===== src/rtl/tarmw_pkg.sv =====
// ----------------------------------------------------------------------------
// tarmw_pkg
// Shared types, codes and helpers of the typed atomic read-modify-write unit.
// ----------------------------------------------------------------------------
package tarmw_pkg;

    // fixed widths set by the item fields
    localparam int unsigned CMD_W    = 4;
    localparam int unsigned INDEX_W  = 12;
    localparam int unsigned VALUE_W  = 32;
    localparam int unsigned KIND_W   = 3;
    localparam int unsigned OFFSET_W = 12;
    localparam int unsigned COUNT_W  = 13;
    localparam int unsigned ADDR_W   = 15;
    localparam int unsigned ROW_W    = ADDR_W - 2;
    localparam int unsigned OLD_W    = 33;
    localparam int unsigned IN_W     = 80;
    localparam int unsigned OUT_W    = 40;
    localparam int unsigned CFG_IDX_W  = 2;
    localparam int unsigned CFG_DATA_W = 13;
    localparam int unsigned LANES    = 4;

    // queue between front and back
    localparam int unsigned QUEUE_DEPTH = 2;

    // commands; values above compare-exchange behave as load
    typedef enum logic [CMD_W-1:0] {
        CMD_LOAD    = 4'd0,
        CMD_STORE   = 4'd1,
        CMD_ADD     = 4'd2,
        CMD_SUB     = 4'd3,
        CMD_AND     = 4'd4,
        CMD_OR      = 4'd5,
        CMD_XOR     = 4'd6,
        CMD_XCHG    = 4'd7,
        CMD_CMPXCHG = 4'd8
    } cmd_t;

    typedef enum logic [1:0] {
        STAT_OK     = 2'd0,
        STAT_BOUNDS = 2'd1,
        STAT_KIND   = 2'd2
    } status_t;

    // element kinds
    localparam logic [KIND_W-1:0] KIND_S32      = 3'd4;
    localparam logic [KIND_W-1:0] KIND_LAST_SUP = 3'd5;

    // configuration register indexes
    localparam logic [CFG_IDX_W-1:0] CFG_KIND   = 2'd0;
    localparam logic [CFG_IDX_W-1:0] CFG_OFFSET = 2'd1;
    localparam logic [CFG_IDX_W-1:0] CFG_COUNT  = 2'd2;

    typedef enum logic [1:0] {
        BK_CLEAR,
        BK_IDLE,
        BK_EXEC
    } back_state_t;

    // classified request as queued for the back end
    typedef struct packed {
        logic [CMD_W-1:0]   cmd;
        status_t            status;
        logic [ADDR_W-1:0]  addr;
        logic [1:0]         lg_size;
        logic               is_signed;
        logic [VALUE_W-1:0] opv;
        logic [VALUE_W-1:0] cmpv;
    } rmw_item_t;

    // row of a byte bank touched by an element starting at addr
    function automatic logic [ROW_W-1:0] bank_row(input logic [ADDR_W-1:0] addr,
                                                 input logic [1:0] bank);
        logic [ROW_W-1:0] base;
        base = addr[ADDR_W-1:2];
        return base + ROW_W'(bank < addr[1:0]);
    endfunction

    // element byte lane held by a bank for an element starting at bank a0
    function automatic logic [1:0] lane_of(input logic [1:0] bank, input logic [1:0] a0);
        return 2'(bank - a0);
    endfunction

endpackage


===== src/rtl/tarmw_queue.sv =====
// ----------------------------------------------------------------------------
// tarmw_queue
// Short queue of classified requests between front and back end.
// ----------------------------------------------------------------------------
module tarmw_queue (
    input  logic                 aclk,
    input  logic                 aresetn,
    input  logic                 push_valid,
    output logic                 push_ready,
    input  tarmw_pkg::rmw_item_t push_item,
    output logic                 pop_valid,
    input  logic                 pop_ready,
    output tarmw_pkg::rmw_item_t pop_item
);
    import tarmw_pkg::*;

    localparam int PTR_W = (QUEUE_DEPTH > 1) ? $clog2(QUEUE_DEPTH) : 1;
    localparam int CNT_W = $clog2(QUEUE_DEPTH + 1);

    rmw_item_t         entry_reg [QUEUE_DEPTH];
    logic [PTR_W-1:0]  wr_ptr_reg;
    logic [PTR_W-1:0]  rd_ptr_reg;
    logic [CNT_W-1:0]  count_reg;
    logic              do_push;
    logic              do_pop;

    assign push_ready = count_reg != CNT_W'(QUEUE_DEPTH);
    assign pop_valid  = count_reg != '0;
    assign pop_item   = entry_reg[rd_ptr_reg];
    assign do_push    = push_valid & push_ready;
    assign do_pop     = pop_valid & pop_ready;

    // storage
    always_ff @(posedge aclk) begin
        if (do_push) begin
            entry_reg[wr_ptr_reg] <= push_item;
        end
    end

    // pointers and fill level
    always_ff @(posedge aclk) begin
        if (!aresetn) begin
            wr_ptr_reg <= '0;
            rd_ptr_reg <= '0;
            count_reg  <= '0;
        end else begin
            if (do_push) begin
                wr_ptr_reg <= (wr_ptr_reg == PTR_W'(QUEUE_DEPTH - 1)) ? '0 : wr_ptr_reg + 1'b1;
            end
            if (do_pop) begin
                rd_ptr_reg <= (rd_ptr_reg == PTR_W'(QUEUE_DEPTH - 1)) ? '0 : rd_ptr_reg + 1'b1;
            end
            if (do_push && !do_pop) begin
                count_reg <= count_reg + 1'b1;
            end else if (do_pop && !do_push) begin
                count_reg <= count_reg - 1'b1;
            end
        end
    end

endmodule


===== config.mk =====
export PLATFORM = sky130hd
export DESIGN_NAME = tarmw_queue
export DESIGN_NICKNAME = d
export VERILOG_FILES = /design/src/rtl/tarmw_pkg.sv /design/src/rtl/tarmw_queue.sv
export SDC_FILE = /design/constraint.sdc
export NUM_CORES = 1
export LEC_CHECK = 0
export BUFFER_PORTS_ARGS = -buffer_cell sky130_fd_sc_hd__buf_2
export CORE_ASPECT_RATIO = 1.2
export CORE_MARGIN = 5
export CORE_UTILIZATION = 47
export DETAILED_ROUTE_END_ITERATION = 12
export GPL_ROUTABILITY_DRIVEN = 1
export GPL_TIMING_DRIVEN = 0
export PLACE_DENSITY = 0.73
export SKIP_LAST_GASP = 1
export SYNTH_ARGS = -nofsm -noshare
export SYNTH_HDL_FRONTEND = slang
export SYNTH_SLANG_ARGS = --single-unit

===== constraint.sdc =====
create_clock -name aclk -period 4.1 [get_ports aclk]
set_input_delay 1.025 -clock aclk [delete_from_list [all_inputs] [get_ports aclk]]
set_output_delay 1.025 -clock aclk [all_outputs]
set_load 0.05 [all_outputs]

-- Word level (Yosys, flattened, before mapping)
Memories as Yosys holds them, arrays and structs flattened. A register that Yosys moved wholly into a read port is not among the register bits.
Cells that the tools add are included.
Widths: inputs -> output; s select.
- add/subtract/negate cells: 4
- equality and inequality tests: 1
- muxes and demuxes: 8
- bitwise logic cells: 2
- reductions and logical operators: 6
- operators with widths (cell ; count):
    $mux 1 ; 6
    $mux 2 ; 2
    $reduce_bool 2->1 ; 2
    $add 1x1->1 const B ; 2
    $add 2x1->2 const B ; 1
    $and 1x1->1 ; 2
    $logic_and 1x1->1 ; 2
    $logic_not 1->1 ; 2
    $ne 2x2->1 const B ; 1
    $sub 2x1->2 const B ; 1
- register bits after elaboration: 4
- bits in writable memories: 176
- bits of input ports: 92
- memories kept: 1
- memories (name ; depth ; bits a word ; rd ports ; clocked after memory_dff ; write ports ; line ; text):
    entry_reg ; 2 ; 88 ; 1 ; 1 ; 1 ; tarmw_queue.sv:20 ; rmw_item_t entry_reg [QUEUE_DEPTH];

-- Depth between registers and ports, before layout
- depth in word-level cells: 6
- gate-level depth with buffers: 6
- mapped depth without buffers: 6

-- Least setup slack after synthesis
Ideal clock, no wire load.
- path kind: input to register
- start: input push_valid
- end: memory entry_reg[1][0] (netlist bit), enable pin
- library setup time: 0.457 ns
- arrival time: 3.120 ns
- required time: 3.643 ns
- setup slack: 0.523 ns
- stages: 1
- path through: and3_1
- longest elaborated chain between the ends: 3
- ends and longest elaborated chain (item ; line ; text):
    start, declared ; tarmw_queue.sv:8 ; input logic push_valid,
    $and 1x1->1 ; tarmw_queue.sv:30 ; assign do_push = push_valid & push_ready;
    $mux 1 ; tarmw_queue.sv:35 ; if (do_push) begin
    $mux 1 (implied by the code) ; tarmw_queue.sv:36 ; entry_reg[wr_ptr_reg] <= push_item;
    end, declared ; tarmw_queue.sv:20 ;
No other way between the ends.

==> summary.md <==
| Metric | Value |
|---|---|
| Clock transition at the registers of the reported paths | 0.06 ns |
| Register area | 5385 um^2 |
| RSZ-0062 raised after global routing | false |
| Port Buffers | 181 |
| CP cell instances | buf_6 -> buf_6 -> buf_6 -> mux2_4 -> buf_2 |
| Power density cells | 717.5 nW/um^2 |
| Flop pwr share | 39.4% |
| FP Rows | 47 |
| Clk sinks | 181 |
| Min Hold Slack | 0.5780 ns |
| Worst setup EP type | output port |
| Max clock buf depth | 2 |
| CP Launch Type | flip-flop |
| CP Buf/Inv Count | 4 |
| DRC Markers | 0 |
| Skew-Pair Late Insertion Delay | 0.41 ns |
| Yosys reg bits | 181 |
| Synth top area cells | edfxtp_1, mux2_2, mux2_4, dfxtp_1, buf_6 |
| Cell Count, Final, Fillers Out | 682 |
| H-tree lvl count | 4 |
| Cells after Synth | 298 |
| Drt pass-1 iters | 4 |
| Setup violations, final | 0 |
| Category of the critical setup timing path | flip-flop to output port |
| Die width | 118.7 um |
| CP dominant cell by count | buf_6 |
| Fin. Hold Viols | 0 |
| Clk_skew | 0.009017 ns |
| Tmin final | 2.768 ns |
| Distinct cell type count after synthesis | 21 |
| Total CTS buffers | 17 |
| Ys Warns | 0 |
| Mapped Nets | 391 |
| CTS tree | done |
| Post-Place Cells | 652 |
| Seq/Total Area, Yosys | 80.75% |
| Core Area | 13880 um^2 |
| Post-Route WL | 12000 um |
| CP top delay family | buffers and inverters |
| Critical-path top delay cell | dfxtp_1 |
| Sw power | 2.190 mW |
| Max incr delay on CP | 0.32 ns |
| Fillcell total | 1069 |
| Setup WS pre-CTS | 1.572 ns |
| Vias in the first global route | 3687 |
| Die Area | 16680 um^2 |
| Post-CTS Setup Bufs | 0 |
| Layout cells sized above 1 | 60.67% |
| DP Area | 7844 um^2 |
| HP Class | flip-flop to flip-flop |
| Share of the synthesized area in the top cell type | 79.25% |
| First-pass GRT wire length | 18650 um |
| Initial antenna violation count | 0 |
| Period Utilization, post-route | 67.51% |
| P_int | 3.828 mW |
| Clock Power Share | 24.9% |
| Routed Antenna Nets | 0 |
| Final core utilization | 60.44% |
| Mapped cell area | 6669 um^2 |
| # nets final | 593 |
| Fmax | 0.3613 GHz |
| Worst vdd ir | 338.5 uV |
| HPWL after DPL | 8298 um |
| Post-layout instance area | 8388 um^2 |
| Slew headroom | 51.40% |
| Antenna fix cells | 0 |
| Mean Syn Cell Area | 22.38 um^2 |
| Leakage power | 3.190 nW |
| Final Wtd Congestion | 0.7004 |
| Crit path DAT | 1.74 ns |
| Initial Util | 48.05% |
| Synth area leader | edfxtp_1 |
| Die height | 140.5 um |
| # resized after CTS | 0 |
| I/O pins | 182 |
| Via Count | 3375 |
| WL/cell | 17.59 um |
| Worst Tran Pin Value | 0.7290 ns |
| Vias per Instance | 4.949 |
| Max-slew violations | 0 |
| Status | completed |
| Root buffer selected by CTS | clkbuf_16 |
| Worst endpoint required time | 3.07 ns |
| Overflow after GRT | 0 |
| Max FFs per register | 176 |
| Sw frac | 36.39% |
| DR iter-0 viols | 192 |
| Comb pwr share | 35.7% |
| Cts hold-fix bufs | 0 |
| Area Overhead vs Synth | 25.78% |
| Maximum number of pins on one net before global-route repair | 53 |
| Gr usage total | 14.53% |
| Footprint of the multi-input gates | 1210 um^2 |
| Worst Path Max Fanout | 10 |
| Max-Cap Viols | 0 |
| Setup WS post-layout | 1.332 ns |
-- tightest hold or removal path: stages, from the launching register on --
cell and delay [ns]:
dfxtp_1 0.36, o21ai_0 0.10, a21boi_1 0.06
-- cells by family after synthesis --
| kind of cell | after synthesis | synth area share (%) |
|---|---|---|
| buf+inv | 11 | 1.182 |
| xor+xnor | 3 | 0.3941 |
| fa+ha+maj | 1 | 0.1876 |
| simple gates | 9 | 0.9757 |
| flops | 181 | 80.75 |
| compound gates | 5 | 0.5253 |
| mux | 88 | 15.98 |
-- placed cells by master (no fill, tap or decap), types with 2 or more instances in the layout --
cell type	Yosys	layout
xnor2_1	2	2
clkinv_2	0	2
buf_2	6	187
dfxtp_1	5	5
buf_6	4	4
clkinv_4	0	3
clkinv_1	0	5
mux2_4	20	20
bufinv_16	0	2
edfxtp_1	176	176
and2_1	4	4
clkbuf_16	0	17
mux2_2	68	68
-- cell usage after synthesis --
| library cell | instances |
|---|---|
| a21boi_1 | 1 |
| and3_1 | 1 |
| nand2b_4 | 1 |
| or3_1 | 1 |
| edfxtp_1 | 176 |
| mux2_4 | 20 |
| inv_1 | 1 |
| and2_1 | 4 |
| xor2_1 | 1 |
| or2_2 | 1 |
| o21ai_0 | 1 |
| mux2_2 | 68 |
| o21ai_1 | 1 |
| ha_1 | 1 |
| xnor2_1 | 2 |
| nand3b_1 | 1 |
| a21boi_0 | 1 |
| a21bo_2 | 1 |
| buf_6 | 4 |
| dfxtp_1 | 5 |
| buf_2 | 6 |
-- power by group through the flow --
stage | combinational, mW | sequential, mW | clock (mW)
2_1_floorplan | 1.71 | 2.41 | 0
3_3_place_gp | 2.12 | 2.43 | 0
3_5_place_dp | 2.18 | 2.41 | 0
4_1_cts | 2.18 | 2.38 | 1.53
5_1_grt | 2.25 | 2.39 | 1.62
6_report | 2.15 | 2.37 | 1.50
-- per-layer routing --
metal	vias to the layer above	global-route usage (%)	share of wire, %
met3	15	4.718	6.5
met1	1656	16.18	39
met5	-	0	0
li1	1584	-	-
met4	0	6.040	1.6
met2	120	25.63	53
-- cell type report --
type | count | area share [%]
clock buffers | 18 | 5.116
repair buffers | 183 | 11.37
multi-input cells | 106 | 14.42
inverters | 1 | 0.07458
well taps | 171 | 2.551
plain buffers | 10 | 0.8950
clock inverters | 12 | 1.372
flip-flops and latches | 181 | 64.20
-- path summary, 6_finish.rpt --
kind                                   start               end  slack, ns  depth (start not counted)
worst min register to register  count_reg[1]      count_reg[1]       0.58                          2
worst max register to register  count_reg[0]  entry_reg[1][68]       2.16                          3
worst max-delay path               flip-flop      pop_item[51]       1.33                          5
worst min-delay path            count_reg[1]      count_reg[1]       0.58                          2
-- metrics by stage --
step	setup TNS, ns	power, mW
after floorplan	0	4.119
after global placement	-62.04	4.553
after detailed placement	0	4.591
after CTS	0	6.091
after global routing	0	6.270
final	0	6.018
Power figures use the tool's default switching activity.
