--- config.mk ---
export PLATFORM = sky130hd
export DESIGN_NAME = tarmw_front
export DESIGN_NICKNAME = d
export VERILOG_FILES = /design/src/rtl/tarmw_pkg.sv /design/src/rtl/tarmw_front.sv
export SDC_FILE = /design/constraint.sdc
export NUM_CORES = 1
export LEC_CHECK = 0
export BUFFER_PORTS_ARGS = -buffer_cell sky130_fd_sc_hd__buf_2
export CAP_MARGIN = 40
export CORE_ASPECT_RATIO = 0.8
export CORE_MARGIN = 2
export CORE_UTILIZATION = 45
export CTS_CLUSTER_SIZE = 28
export DETAILED_ROUTE_END_ITERATION = 10
export GPL_ROUTABILITY_DRIVEN = 0
export GPL_TIMING_DRIVEN = 0
export HOLD_SLACK_MARGIN = 0.1
export PLACE_DENSITY = 0.85
export SLEW_MARGIN = 20
export SYNTH_ARGS = -nofsm -noshare
export SYNTH_HDL_FRONTEND = slang
export SYNTH_SLANG_ARGS = --single-unit
export TNS_END_PERCENT = 5
--- constraint.sdc ---
create_clock -name aclk -period 4.65 [get_ports aclk]
set_clock_uncertainty 0.2 [all_clocks]
set_input_delay 0 -clock aclk [delete_from_list [all_inputs] [get_ports aclk]]
set_output_delay 0 -clock aclk [all_outputs]
set_load 0.02 [all_outputs]
--- src/rtl/tarmw_pkg.sv ---
// ----------------------------------------------------------------------------
// tarmw_pkg
// Shared types, codes and helpers of the typed atomic read-modify-write unit.
// ----------------------------------------------------------------------------
package tarmw_pkg;

    // fixed widths set by the item fields
    localparam int unsigned CMD_W    = 4;
    localparam int unsigned INDEX_W  = 12;
    localparam int unsigned VALUE_W  = 32;
    localparam int unsigned KIND_W   = 3;
    localparam int unsigned OFFSET_W = 12;
    localparam int unsigned COUNT_W  = 13;
    localparam int unsigned ADDR_W   = 15;
    localparam int unsigned ROW_W    = ADDR_W - 2;
    localparam int unsigned OLD_W    = 33;
    localparam int unsigned IN_W     = 80;
    localparam int unsigned OUT_W    = 40;
    localparam int unsigned CFG_IDX_W  = 2;
    localparam int unsigned CFG_DATA_W = 13;
    localparam int unsigned LANES    = 4;

    // queue between front and back
    localparam int unsigned QUEUE_DEPTH = 2;

    // commands; values above compare-exchange behave as load
    typedef enum logic [CMD_W-1:0] {
        CMD_LOAD    = 4'd0,
        CMD_STORE   = 4'd1,
        CMD_ADD     = 4'd2,
        CMD_SUB     = 4'd3,
        CMD_AND     = 4'd4,
        CMD_OR      = 4'd5,
        CMD_XOR     = 4'd6,
        CMD_XCHG    = 4'd7,
        CMD_CMPXCHG = 4'd8
    } cmd_t;

    typedef enum logic [1:0] {
        STAT_OK     = 2'd0,
        STAT_BOUNDS = 2'd1,
        STAT_KIND   = 2'd2
    } status_t;

    // element kinds
    localparam logic [KIND_W-1:0] KIND_S32      = 3'd4;
    localparam logic [KIND_W-1:0] KIND_LAST_SUP = 3'd5;

    // configuration register indexes
    localparam logic [CFG_IDX_W-1:0] CFG_KIND   = 2'd0;
    localparam logic [CFG_IDX_W-1:0] CFG_OFFSET = 2'd1;
    localparam logic [CFG_IDX_W-1:0] CFG_COUNT  = 2'd2;

    typedef enum logic [1:0] {
        BK_CLEAR,
        BK_IDLE,
        BK_EXEC
    } back_state_t;

    // classified request as queued for the back end
    typedef struct packed {
        logic [CMD_W-1:0]   cmd;
        status_t            status;
        logic [ADDR_W-1:0]  addr;
        logic [1:0]         lg_size;
        logic               is_signed;
        logic [VALUE_W-1:0] opv;
        logic [VALUE_W-1:0] cmpv;
    } rmw_item_t;

    // row of a byte bank touched by an element starting at addr
    function automatic logic [ROW_W-1:0] bank_row(input logic [ADDR_W-1:0] addr,
                                                 input logic [1:0] bank);
        logic [ROW_W-1:0] base;
        base = addr[ADDR_W-1:2];
        return base + ROW_W'(bank < addr[1:0]);
    endfunction

    // element byte lane held by a bank for an element starting at bank a0
    function automatic logic [1:0] lane_of(input logic [1:0] bank, input logic [1:0] a0);
        return 2'(bank - a0);
    endfunction

endpackage

--- src/rtl/tarmw_front.sv ---
// ----------------------------------------------------------------------------
// tarmw_front
// Configuration registers, request acceptance and classification (status,
// byte address, element size) ahead of the queue.
// ----------------------------------------------------------------------------
module tarmw_front #(
    parameter int MEMORY_BYTES = 4096
) (
    input  logic                          aclk,
    input  logic                          aresetn,
    input  logic                          cfg_valid,
    output logic                          cfg_ready,
    input  logic [tarmw_pkg::CFG_IDX_W-1:0]  cfg_index,
    input  logic [tarmw_pkg::CFG_DATA_W-1:0] cfg_data,
    input  logic                          s_tvalid,
    output logic                          s_tready,
    input  logic [tarmw_pkg::IN_W-1:0]    s_tdata,
    input  logic                          clear_busy,
    output logic                          push_valid,
    input  logic                          push_ready,
    output tarmw_pkg::rmw_item_t          push_item
);
    import tarmw_pkg::*;

    logic [KIND_W-1:0]   kind_reg;
    logic [OFFSET_W-1:0] offset_reg;
    logic [COUNT_W-1:0]  count_reg;

    logic [CMD_W-1:0]    in_cmd;
    logic [INDEX_W-1:0]  in_index;
    logic [1:0]          lg_size;
    logic [ADDR_W:0]     view_end;
    logic                view_past;

    // configuration writes, taken at any time
    assign cfg_ready = 1'b1;

    always_ff @(posedge aclk) begin
        if (!aresetn) begin
            kind_reg   <= KIND_S32;
            offset_reg <= '0;
            count_reg  <= '0;
        end else if (cfg_valid && cfg_ready) begin
            case (cfg_index)
                CFG_KIND:   kind_reg   <= cfg_data[KIND_W-1:0];
                CFG_OFFSET: offset_reg <= cfg_data[OFFSET_W-1:0];
                CFG_COUNT:  count_reg  <= cfg_data[COUNT_W-1:0];
                default:    ;
            endcase
        end
    end

    // request fields
    assign in_cmd   = s_tdata[3:0];
    assign in_index = s_tdata[15:4];
    assign lg_size  = kind_reg[2:1];

    // view end in bytes against memory size
    assign view_end  = (ADDR_W+1)'(offset_reg) + ((ADDR_W+1)'(count_reg) << lg_size);
    assign view_past = 32'(view_end) > 32'(MEMORY_BYTES);

    // classify
    always_comb begin
        push_item.cmd       = in_cmd;
        push_item.addr      = ADDR_W'(offset_reg) + (ADDR_W'(in_index) << lg_size);
        push_item.lg_size   = lg_size;
        push_item.is_signed = ~kind_reg[0];
        push_item.opv       = s_tdata[47:16];
        push_item.cmpv      = s_tdata[79:48];
        if (COUNT_W'(in_index) >= count_reg) begin
            push_item.status = STAT_BOUNDS;
        end else if (kind_reg > KIND_LAST_SUP) begin
            push_item.status = STAT_KIND;
        end else if (view_past) begin
            push_item.status = STAT_BOUNDS;
        end else begin
            push_item.status = STAT_OK;
        end
    end

    // no request taken during the memory clearing pass
    assign push_valid = s_tvalid & ~clear_busy;
    assign s_tready   = push_ready & ~clear_busy;

endmodule

# [Word level (Yosys, flattened, before mapping)]
# Index checks and enable logic that the tools add are counted.
[op_classes] mul=0 n_lt_le_gt_ge=3 bitwise=4 shift=2 n_addsub=2 mux=3 n_eq_ne=2 n_div=0 n_reduce_logical=4
[op_table] op="12-bit by 16-bit adder with 16-bit output" count=1
[op_table] op="16-bit by 13-bit greater-than comparator with 1-bit output, second input constant" count=1
[op_table] op="13-bit by 2-bit left shift with 16-bit output" count=1
[op_table] op="12-bit by 15-bit adder with 15-bit output" count=1
[op_table] op="12-bit by 2-bit left shift with 15-bit output" count=1
[op_table] op="12-bit by 13-bit greater-or-equal comparator with 1-bit output" count=1
[op_table] op="2-bit AND reduction" count=3
[op_table] op="2-bit two-way mux" count=2
[op_table] op="3-bit greater-than comparator, second input constant" count=1
[op_table] op="1-bit bitwise AND" count=2
[op_table] op="2-bit by 1-bit == test with 1-bit output, second input constant" count=1
[op_table] op="2-bit == test, second input constant" count=1
[op_table] op="2-bit zero test" count=1
[op_table] op="1-bit inverter" count=2
[op_table] op="1-bit two-way mux" count=1
[totals] wordCells=23 out_inout_bits=91 ram_bits=0 latchBits=0 rom_bits=0 regBits=28 mem_count=0 input_bits=101

# [Logic depth before layout (Yosys ltp)]
# Gate-level depths: netlist of the first run.
[logic_depth] word_depth=6 depth_mapped=14 mapped_depth_nobuf=12

# [Worst setup path after synthesis of the first run]
# OpenSTA, ideal clock, no wires.
[synth_timing] path_kind="register to output" from="reg kind_reg[2]" to="out push_item[82] (netlist bit)" required_ns=4.450 n_path_buf=3 path_stages_with_launch=13 t_arrival_ns=3.896 setup_slack_ns=0.554 cell_sequence="dfxtp_1 > clkbuf_1 > clkbuf_1 > clkbuf_1 > mux4_2 > ha_1 > and3_1 > a2111oi_2 > xnor2_1 > or4_1 > or4_4 > a2111oi_4 > o211ai_1"
[synth_rtl] element="start, declared" line_no="tarmw_front.sv:25" text="logic [KIND_W-1:0] kind_reg;"
[synth_rtl] element="start signal, assigned" line_no="tarmw_front.sv:45" text="CFG_KIND: kind_reg <= cfg_data[KIND_W-1:0];"
[synth_rtl] element="end, declared" line_no="tarmw_front.sv:21" text="output tarmw_pkg::rmw_item_t push_item"

==> results.py, run 1 <==
metrics = {
    "outcome": {
        "status": "completed",
    },
    "layout": {
        "drive_gt1_share_pct": 34.1,
        "filler_cell_count": 616,
        "largest_reg_flops": 13,
        "fin_nets": 818,
        "area_growth_pct": 47.6,
        "multiInputGateArea_um2": 2520,
        "seqCellArea_um2": 564,
    },
    "logic_synthesis": {
        "synth-seq-area-share_pct": 14.8,
        "syn_avg_cell_area_um2": 8.31,
        "async_reset_ff_share_pct": 0,
        "ys_types": 56,
        "yosys_warnings": 0,
        "synthCells": 455,
        "ys.flop_type": "dfxtp_1",
        "ys_ff_latch": 28,
        "synth-edff-count": 0,
        "syn-cell-area_um2": 3780,
        "syn-num-nets": 594,
    },
    "cts": {
        "cts_tree": "done",
        "clk_pin_slew_ns": 0.09,
        "post-cts-setup-buffer-count": 0,
        "clock_latency_ns": 0.27,
        "cts_root_buffer": "clkbuf_8",
        "cts.sinks": 28,
        "htree_levels": 1,
        "numCtsBuffers": 3,
        "ctsLongestPathBuffers": 2,
    },
    "global_routing": {
        "grt_pass1_vias": 4257,
        "grt_max_degree": 20,
        "grt_overflow": 0,
        "track_usage_pct": 26.5,
        "antenna_found_initial": 0,
        "grt_pass1_wl_um": 19700,
    },
    "sta": {
        "setup_tns_ns": 0,
        "period_share_pct": 96.0,
        "setup_viol": 0,
        "rsz0062_at_grt": "false",
        "slew_violations": 0,
        "tightest_slew_ns": 0.792,
        "hold_viol": 0,
        "max_slew_margin_pct": 47.2,
        "fmax_mhz": 224,
        "fin_crit_ns": 4.46,
        "hold_ws_ns": 0.135,
    },
    "power_and_ir_drop": {
        "cellLeakagePower_nw": 2.71,
        "peakVddDrop_mv": 0.211,
        "power.density_nw_per_um2": 151,
    },
    "routing": {
        "num_vias": 4286,
        "wl_per_cell_um": 16.2,
        "postRouteAntennaNets": 0,
        "wl_um": 12800,
        "drc": 0,
        "via_per_inst": 5.44,
        "drt-initial-drc-count": 360,
        "first_pass_iters": 5,
    },
    "worst_setup_path": {
        "cp_num_buf_inv": 3,
        "crit_required_ns": 4.45,
        "cp_slowest_stage_delay_ns": 0.52,
        "path_cells": "clkbuf_4 -> buf_2 -> nor3b_1 -> ha_1 -> fa_1 -> xor2_1 -> a2111oi_2 -> o211ai_1 -> or4_1 -> or4_4 -> a2111oi_4 -> o211ai_1 -> buf_2",
        "critical_path.top_delay_family": "simple AND/OR/NAND/NOR gates",
        "slowest_stage": "or4_1",
        "critPathMaxFanout": 10,
        "criticalPathCategory": "flip-flop to output port",
        "end_kind": "output port",
        "setup.worst_path.start_class": "flip-flop",
        "crit_arrival_ns": 4.26,
    },
    "floorplan": {
        "start_util_pct": 46.9,
        "die_h_um": 86.0,
        "dieArea_um2": 9160,
        "ioPinCount": 192,
        "std_cell_rows": 29,
        "core_um2": 8060,
        "die_x_um": 106,
    },
    "place": {
        "hpwl_um": 8740,
        "io_buffers": 122,
    },
    "min_path": {
        "hold_path_class": "input pin to output port",
    },
    "flow_run": {
        "drv_cap": 0,
    },
}
placed cells by master, fill, tap and decap left out, types with 9 or more instances in the layout:
cell type and n:
mux4_2 16, dlygate4sd3_1 98, xnor2_1 14, nor2b_1 19
buf_4 71, a21boi_0 15, a21oi_1 22, ha_1 36
o21ai_0 19, nor3_1 9, buf_2 125, nor2_1 22
inv_1 27, dfxtp_1 27, nand2_1 41, mux2i_1 22
kinds of logic after synthesis:
family | count (synthesis) | share of synthesized area, %
AO/OA/AOI/OAI | 97 | 18.0
AND/OR/NAND/NOR | 120 | 15.6
other | 1 | 0.0992
multiplexers | 39 | 15.8
flip-flops | 28 | 14.8
XOR/XNOR | 18 | 4.17
adder cells (fa/ha/maj) | 38 | 13.0
buffers and inverters | 114 | 18.6
final timing paths:
check | from | endpoint | slack, ns | cells past startpoint
setup / recovery | kind_reg[2] | push_item[82] | 0.19 | 13
hold / removal | s_tvalid | push_valid | 0.13 | 3
setup reg to reg | kind_reg[2] | kind_reg[2] | 2.17 | 6
hold reg to reg | count_reg[2] | count_reg[2] | 0.36 | 2
per-layer routing:
| metal | vias up | routed length (um) | GRT usage [%] |
|---|---|---|---|
| li1 | 1998 | - | - |
| met1 | 1975 | 4690 | 28.7 |
| met2 | 256 | 6580 | 52.2 |
| met3 | 57 | 1030 | 2.74 |
| met4 | 0 | 466 | 11.8 |
| met5 | - | 0 | 0 |
final cells by class:
class,instances,share of cell area [%]
flip-flops and latches,28,10.1
repair buffers,221,28.6
clock buffers,4,0.987
multi-input cells,313,45.1
diodes,2,0.0897
plain buffers,85,10.9
well taps,108,2.42
inverters,27,1.82
per-stage QoR:
stage / cells / cell area (um^2) / power [W] / worst slack, ns / utilization, %
CTS: 785 / 5560 / 0.000833 / 0.107 / 69.0
finish: 788 / 5580 / 0.000843 / 0.187 / 69.3
detailed placement: 685 / 4530 / 0.000625 / -0.183 / 56.2
global route: 786 / 5570 / 0.000885 / 0.00185 / 69.2
floorplan: 455 / 3780 / 0.000518 / 0.554 / -
global placement: 685 / 4530 / 0.000613 / -0.100 / 56.2
synthesized netlist by cell type, types with 2 or more instances:
| cell | number | area (um^2) |
|---|---|---|
| buf_4 | 71 | 533 |
| nand2_1 | 41 | 154 |
| ha_1 | 36 | 450 |
| dfxtp_1 | 28 | 561 |
| inv_1 | 27 | 101 |
| a21oi_1 | 22 | 110 |
| mux2i_1 | 22 | 220 |
| nor2_1 | 22 | 82.6 |
| nor2b_1 | 19 | 119 |
| o21ai_0 | 19 | 95.1 |
| mux4_2 | 16 | 360 |
| a21boi_0 | 15 | 113 |
| xnor2_1 | 14 | 123 |
| clkbuf_1 | 11 | 41.3 |
| nor3_1 | 9 | 45.0 |
| nand3_1 | 6 | 30.0 |
| a21o_1 | 5 | 37.5 |
| and3_1 | 5 | 31.3 |
| o211ai_1 | 4 | 30.0 |
| o21a_1 | 4 | 30.0 |
| o22ai_1 | 4 | 25.0 |
| xor2_1 | 4 | 35.0 |
| a211oi_1 | 3 | 22.5 |
| and2_1 | 3 | 18.8 |
| nand3b_1 | 3 | 22.5 |
| o211a_1 | 3 | 30.0 |
| a2111oi_2 | 2 | 30.0 |
| buf_1 | 2 | 7.51 |
| buf_2 | 2 | 10.0 |
| fa_1 | 2 | 40.0 |
| nand2b_1 | 2 | 12.5 |
| nor3b_1 | 2 | 15.0 |
| o2111ai_1 | 2 | 17.5 |
| or2_2 | 2 | 12.5 |
| or3_1 | 2 | 12.5 |
timing repair:
action	in CTS	in global routing
gates resized for setup	4	8
endpoints found under the setup margin	3	2
endpoints found under the hold margin	98	0
pin swaps	0	0
hold buffers	98	0
worst reg2reg max path, cell delays in order (launching register included):
cell	delay, ns
dfxtp_4	0.43
clkbuf_4	0.23
buf_2	0.27
mux2i_1	0.11
dlygate4sd3_1	0.57
nand2_1	0.07
dlygate4sd3_1	0.54
power by group:
group	internal (W)	leakage (nW)	total [W]	switching, W
Combinational	0.000217	2.45	0.000434	0.000217
Sequential	0.000247	0.228	0.000260	0.0000126
Clock	0.0000759	0.0288	0.000149	0.0000734
Total	0.000540	2.71	0.000843	0.000303
Power figures use the tool's default switching activity.
==> inputs of run 2 (changes only) <==
--- a/config.mk
+++ b/config.mk
@@ -10,5 +10,5 @@
 export CORE_ASPECT_RATIO = 0.8
 export CORE_MARGIN = 2
-export CORE_UTILIZATION = 45
+export CORE_UTILIZATION = 43
 export CTS_CLUSTER_SIZE = 28
 export DETAILED_ROUTE_END_ITERATION = 10
==> constraint.sdc (replaced) <==
create_clock -name aclk -period 3.7 [get_ports aclk]
set_clock_uncertainty 0.2 [all_clocks]
set_input_delay 0 -clock aclk [delete_from_list [all_inputs] [get_ports aclk]]
set_output_delay 0 -clock aclk [all_outputs]
set_load 0.005 [all_outputs]
==> run 2 against run 1 <==
- the run now ends with setup timing left
- wire length is 1.8% higher
- critical path depth is the same
- design area is 5.5% higher
- first-iteration DRC count grew 38%
- power rose by 20%
- sequential power increased by 26%
- die area grew 4.5%
- worst setup slack lost 0.70 ns
- sequential share of layout area is 0.55 points lower
- via count grew 2.2%
- flip-flop and latch count unchanged
- register-to-register slack got worse by 0.91 ns
- critical path type unchanged
- critical endpoint unchanged
- largest power group unchanged
==> results.py, run 2 (synthesized netlist as in run 1, its figures left out) <==
metrics = {
    "power_and_ir_drop": {
        "cellLeakagePower_nw": 2.81,
        "p_sw_w": 0.000318,
        "peakVddDrop_mv": 0.292,
        "p_total_w": 0.00101,
        "p_sw_share_pct": 31.4,
        "p_int_w": 0.000695,
        "p_clk_share_pct": 18.7,
        "combinationalPowerShare_pct": 49.0,
        "pwr-share-seq_pct": 32.3,
        "power.density_nw_per_um2": 172,
    },
    "place": {
        "hpwl_um": 8630,
        "io_buffers": 122,
        "preCtsSetupSlack_ns": -0.668,
    },
    "sta": {
        "period_share_pct": 114,
        "setup_viol": 1,
        "tightest_slew_ns": 0.767,
        "fin_ws_ns": -0.511,
        "rsz0062_at_grt": "true",
        "fin_crit_ns": 4.21,
        "max_slew_margin_pct": 48.9,
        "fmax_mhz": 237,
        "setup_tns_ns": -0.511,
        "hold_viol": 0,
        "slew_violations": 0,
    },
    "worst_setup_path": {
        "setup.worst_path.start_class": "flip-flop",
        "r2r_setup_slack_ns": 1.26,
        "r2r-start": "kind_reg[2]",
        "crit_required_ns": 3.50,
        "crit_start": "kind_reg[2]",
        "slowest_stage": "or4_1",
        "crit_arrival_ns": 4.01,
        "cp_slowest_stage_delay_ns": 0.49,
        "r2r_end": "kind_reg[2]",
        "criticalPathCategory": "flip-flop to output port",
        "reg2regPathDepth": 7,
        "path_cells": "buf_8 -> clkbuf_16 -> clkbuf_16 -> mux4_2 -> ha_4 -> and3_4 -> a2111oi_4 -> xnor2_1 -> or4_1 -> or4_4 -> a2111oi_4 -> o211ai_1 -> buf_2",
        "end_kind": "output port",
        "critPathMaxFanout": 10,
    },
    "floorplan": {
        "die_h_um": 87.9,
        "std_cell_rows": 30,
        "ioPinCount": 192,
        "dieArea_um2": 9560,
        "die_x_um": 109,
        "start_util_pct": 44.4,
        "core_um2": 8520,
    },
    "routing": {
        "wl_per_cell_um": 16.2,
        "num_vias": 4380,
        "via_per_inst": 5.46,
        "drc": 0,
        "dr_wl_met3_um": 1260,
        "wl_met1_um": 4900,
        "postRouteAntennaNets": 0,
        "drt-initial-drc-count": 496,
        "wl_um": 13000,
        "first_pass_iters": 6,
        "routed.top_layer": "met4",
        "dr_wl_met2_um": 6350,
    },
    "global_routing": {
        "grt_pass1_wl_um": 19100,
        "track_usage_pct": 24.9,
        "grt_overflow": 0,
        "grt_pass1_vias": 4168,
        "grt_max_degree": 16,
        "antenna_found_initial": 0,
    },
    "min_path": {
        "hp-start": "s_tvalid",
        "min_path_cells": 3,
        "whs_endpoint": "push_valid",
        "hold_path_class": "input pin to output port",
    },
    "cts": {
        "numCtsBuffers": 3,
        "cts_tree": "done",
        "cts_root_buffer": "clkbuf_8",
        "htree_levels": 1,
        "ctsLongestPathBuffers": 2,
        "cts.sinks": 28,
        "clock_latency_ns": 0.28,
        "clk_pin_slew_ns": 0.09,
    },
    "outcome": {
        "status": "finished, violations left",
        "failed_checks": "setup timing",
    },
    "layout": {
        "diodes": 0,
        "fin_nets": 830,
        "final_common_cell": "buf_2",
        "area_growth_pct": 55.7,
        "mostFrequentLayoutCells": "buf_2 (123), dlygate4sd3_1 (99), buf_4 (82)",
        "largest_reg_flops": 13,
        "drive_gt1_share_pct": 37.4,
    },
    "flow_run": {
        "drv_cap": 0,
    },
}
-- run 2: cell types whose count changed in the layout (fill, tap and decap cells not counted), sizes merged --
cell / previous run / this run
buf: 198 / 209
diode: 2 / 0
dlygate4sd3: 98 / 99
-- run 2: metrics by stage --
step	instances	utilization, %	area (um^2)	hold WS (ns)
after detailed placement	689	53.3	4540	-0.0341
after global placement	689	53.3	4540	-0.0332
after CTS	799	68.1	5800	0.105
after global routing	802	69.1	5890	0.130
after floorplan	455	-	3790	-0.170
final	802	69.1	5890	0.0923
-- run 2: worst max-delay path: cells and delay by family (launching register included) --
kind,cells,cell delay (ns)
AO/OA/AOI/OAI,3,0.87
XOR/XNOR,1,0.12
adder cells (fa/ha/maj),1,0.27
buffers and inverters,4,0.63
flip-flops,1,0.36
multiplexers,1,0.34
AND/OR/NAND/NOR,3,1.12
-- run 2: layout make-up --
cell class | count | area, um^2
multi-input cells | 313 | 2670
repair buffers | 232 | 1680
clock buffers | 4 | 55.1
flip-flops and latches | 28 | 563
plain buffers | 86 | 678
well taps | 112 | 140
fillers | 601 | 2630
inverters | 27 | 101
-- run 2: power groups by stage --
stage / Clock (W) / Sequential (W) / Combinational, W
global route: 0.000202 / 0.000328 / 0.000535
global placement: 0 / 0.000331 / 0.000367
floorplan: 0 / 0.000326 / 0.000248
CTS: 0.000188 / 0.000325 / 0.000475
finish: 0.000189 / 0.000327 / 0.000497
detailed placement: 0 / 0.000332 / 0.000377
-- run 2: layer usage --
metal,vias up,GRT usage [%]
met5,-,0
met4,0,8.04
met3,64,1.64
met2,277,46.5
met1,2023,30.6
li1,2016,-
-- run 2: how the worst max path moves through the flow --
stage	depth (start not counted)	to	slack [ns]
global route	14	push_item[82]	-0.57
finish	13	push_item[82]	-0.51
detailed placement	13	push_item[82]	-0.67
floorplan	10	push_item[82]	0.03
CTS	13	push_item[82]	-0.42
global placement	14	push_item[82]	-0.63
-- run 2: what timing repair did --
item	4_1_cts	5_1_grt
endpoints found under the setup margin	5	5
pin swaps	13	8
hold endpoints to repair	98	0
setup buffers	7	4
gates resized for setup	32	12
hold buffers	99	0
==> inputs of run 3 (changes only) <==
Settings changed: PLACE_DENSITY 0.85 to 0.79.
==> run 3 against run 2 <==
- the run still ends with setup timing left
- sequential power about the same
- non-clock buffer count up 3
- die area unchanged
- via count is 0.18% higher
- wire length increased by 1.1%
- core utilization grew 0.16 points
- highest routed layer unchanged
- fmax rose by 1.7%
- sequential share of layout area up 0.063 points
- largest cell class unchanged
- first-iteration DRC count decreased by 23%
- worst setup slack improved by 0.071 ns
==> results.py, run 3 (synthesized netlist as in run 1, its figures left out) <==
metrics = {
    "global_routing": {
        "grt_max_degree": 15,
        "grt_pass1_wl_um": 18600,
        "track_usage_pct": 24.2,
        "grtUsageMet3_pct": 2.60,
        "grt_overflow": 0,
        "grt_pass1_vias": 4031,
        "top_usage_layer": "met2",
        "use_met2_pct": 45.8,
        "antenna_found_initial": 0,
        "met1_usage_pct": 28.4,
    },
    "sta": {
        "fin_ws_ns": -0.440,
        "period_share_pct": 112,
        "slew_violations": 0,
        "hold_viol": 0,
        "setup_viol": 1,
        "fin_crit_ns": 4.14,
        "rsz0062_at_grt": "true",
        "setup_tns_ns": -0.440,
        "tightest_slew_ns": 0.721,
        "max_slew_margin_pct": 52.0,
        "hold_ws_ns": 0.101,
        "fmax_mhz": 242,
    },
    "min_path": {
        "hold_path_class": "input pin to output port",
        "min_path_cells": 3,
    },
    "worst_setup_path": {
        "reg2regPathDepth": 7,
        "critical_path.top_delay_family": "simple AND/OR/NAND/NOR gates",
        "crit_arrival_ns": 3.94,
        "path_cells": "buf_8 -> buf_12 -> nor3b_4 -> ha_2 -> fa_2 -> a2111oi_4 -> o211ai_1 -> or4_1 -> or4_4 -> a2111oi_4 -> o211ai_1 -> buf_2",
        "cp.depth": 12,
        "slowest_stage": "or4_4",
        "end_kind": "output port",
        "cp_slowest_stage_delay_ns": 0.55,
        "critPathMaxFanout": 6,
        "crit_required_ns": 3.50,
        "setup.worst_path.start_class": "flip-flop",
        "criticalPathCategory": "flip-flop to output port",
        "cp_num_buf_inv": 3,
    },
    "place": {
        "io_buffers": 122,
        "placed_area_um2": 4540,
        "hpwl_um": 8730,
    },
    "layout": {
        "final_common_cell": "buf_2",
        "largest_reg_flops": 13,
        "diodes": 0,
        "post-route-util_pct": 69.3,
        "area_growth_pct": 56.1,
        "fin_nets": 833,
        "design_area_um2": 5900,
        "drive_gt1_share_pct": 38.2,
        "mostFrequentLayoutCells": "buf_2 (125), dlygate4sd3_1 (97), buf_4 (87)",
    },
    "routing": {
        "wl_um": 13100,
        "num_vias": 4388,
        "via_per_inst": 5.46,
        "first_pass_iters": 5,
        "drc": 0,
        "postRouteAntennaNets": 0,
        "wl_per_cell_um": 16.3,
        "drt-initial-drc-count": 382,
    },
    "cts": {
        "htree_levels": 1,
        "ctsLongestPathBuffers": 2,
        "clk_pin_slew_ns": 0.09,
        "cts.sinks": 28,
        "numCtsBuffers": 3,
        "cts_root_buffer": "clkbuf_8",
        "cts_tree": "done",
        "clock_latency_ns": 0.27,
    },
    "floorplan": {
        "die_h_um": 87.9,
        "dieArea_um2": 9560,
        "core_um2": 8520,
        "die_x_um": 109,
        "start_util_pct": 44.4,
        "ioPinCount": 192,
        "std_cell_rows": 30,
    },
    "outcome": {
        "status": "finished, violations left",
        "failed_checks": "setup timing",
    },
    "flow_run": {
        "drv_cap": 0,
    },
    "power_and_ir_drop": {
        "peakVddDrop_mv": 0.264,
        "p_total_w": 0.000989,
        "power.density_nw_per_um2": 168,
        "cellLeakagePower_nw": 2.80,
    },
}
## run 3: cell type report
| class | count | area (um^2) |
|---|---|---|
| Fill cell | 610 | 2620 |
| Tap cell | 112 | 140 |
| Sequential cell | 28 | 568 |
| Timing Repair Buffer | 236 | 1710 |
| Inverter | 27 | 101 |
| Clock buffer | 3 | 41.3 |
| Buffer | 85 | 677 |
| Multi-Input combinational cell | 313 | 2670 |
## run 3: routing by layer
metal  up-vias  wire length [um]
li1       2013                 -
met1      2023              4820
met2       300              6680
met3        52              1190
met4         0               445
met5         -                 0
## run 3: worst paths after layout
path / from / to / slack [ns]
min: push_ready / s_tready / 0.10
max reg2reg: kind_reg[2] / kind_reg[2] / 1.31
max: kind_reg[2] / push_item[82] / -0.44
min reg2reg: count_reg[4] / count_reg[4] / 0.34
## run 3: per-stage QoR
stage / std cells / setup slack, ns
CTS: 792 / -0.445
floorplan: 455 / 0.0303
global route: 804 / -0.523
finish: 804 / -0.440
detailed placement: 689 / -0.644
global placement: 689 / -0.603
## run 3: worst register-to-register path, stage by stage, from the launching register on
cell and delay, ns:
dfxtp_4 0.37, buf_8 0.14, buf_12 0.13, buf_4 0.13
mux2i_1 0.13, dlygate4sd3_1 0.57, nand2_1 0.05, dlygate4sd3_1 0.56
## run 3: power by group
part           internal, W  leakage, nW  switching, W
logic             0.000292         2.55      0.000208
clock network    0.0000731       0.0216     0.0000881
registers         0.000310        0.228     0.0000173
total             0.000676         2.80      0.000313
## run 3: timing repair
action	4_1_cts	5_1_grt
buffers inserted	3	14
hold buffers	97	0
setup endpoints to repair	5	4
resized for setup	25	28
hold endpoints to repair	98	0
pin swaps	6	12
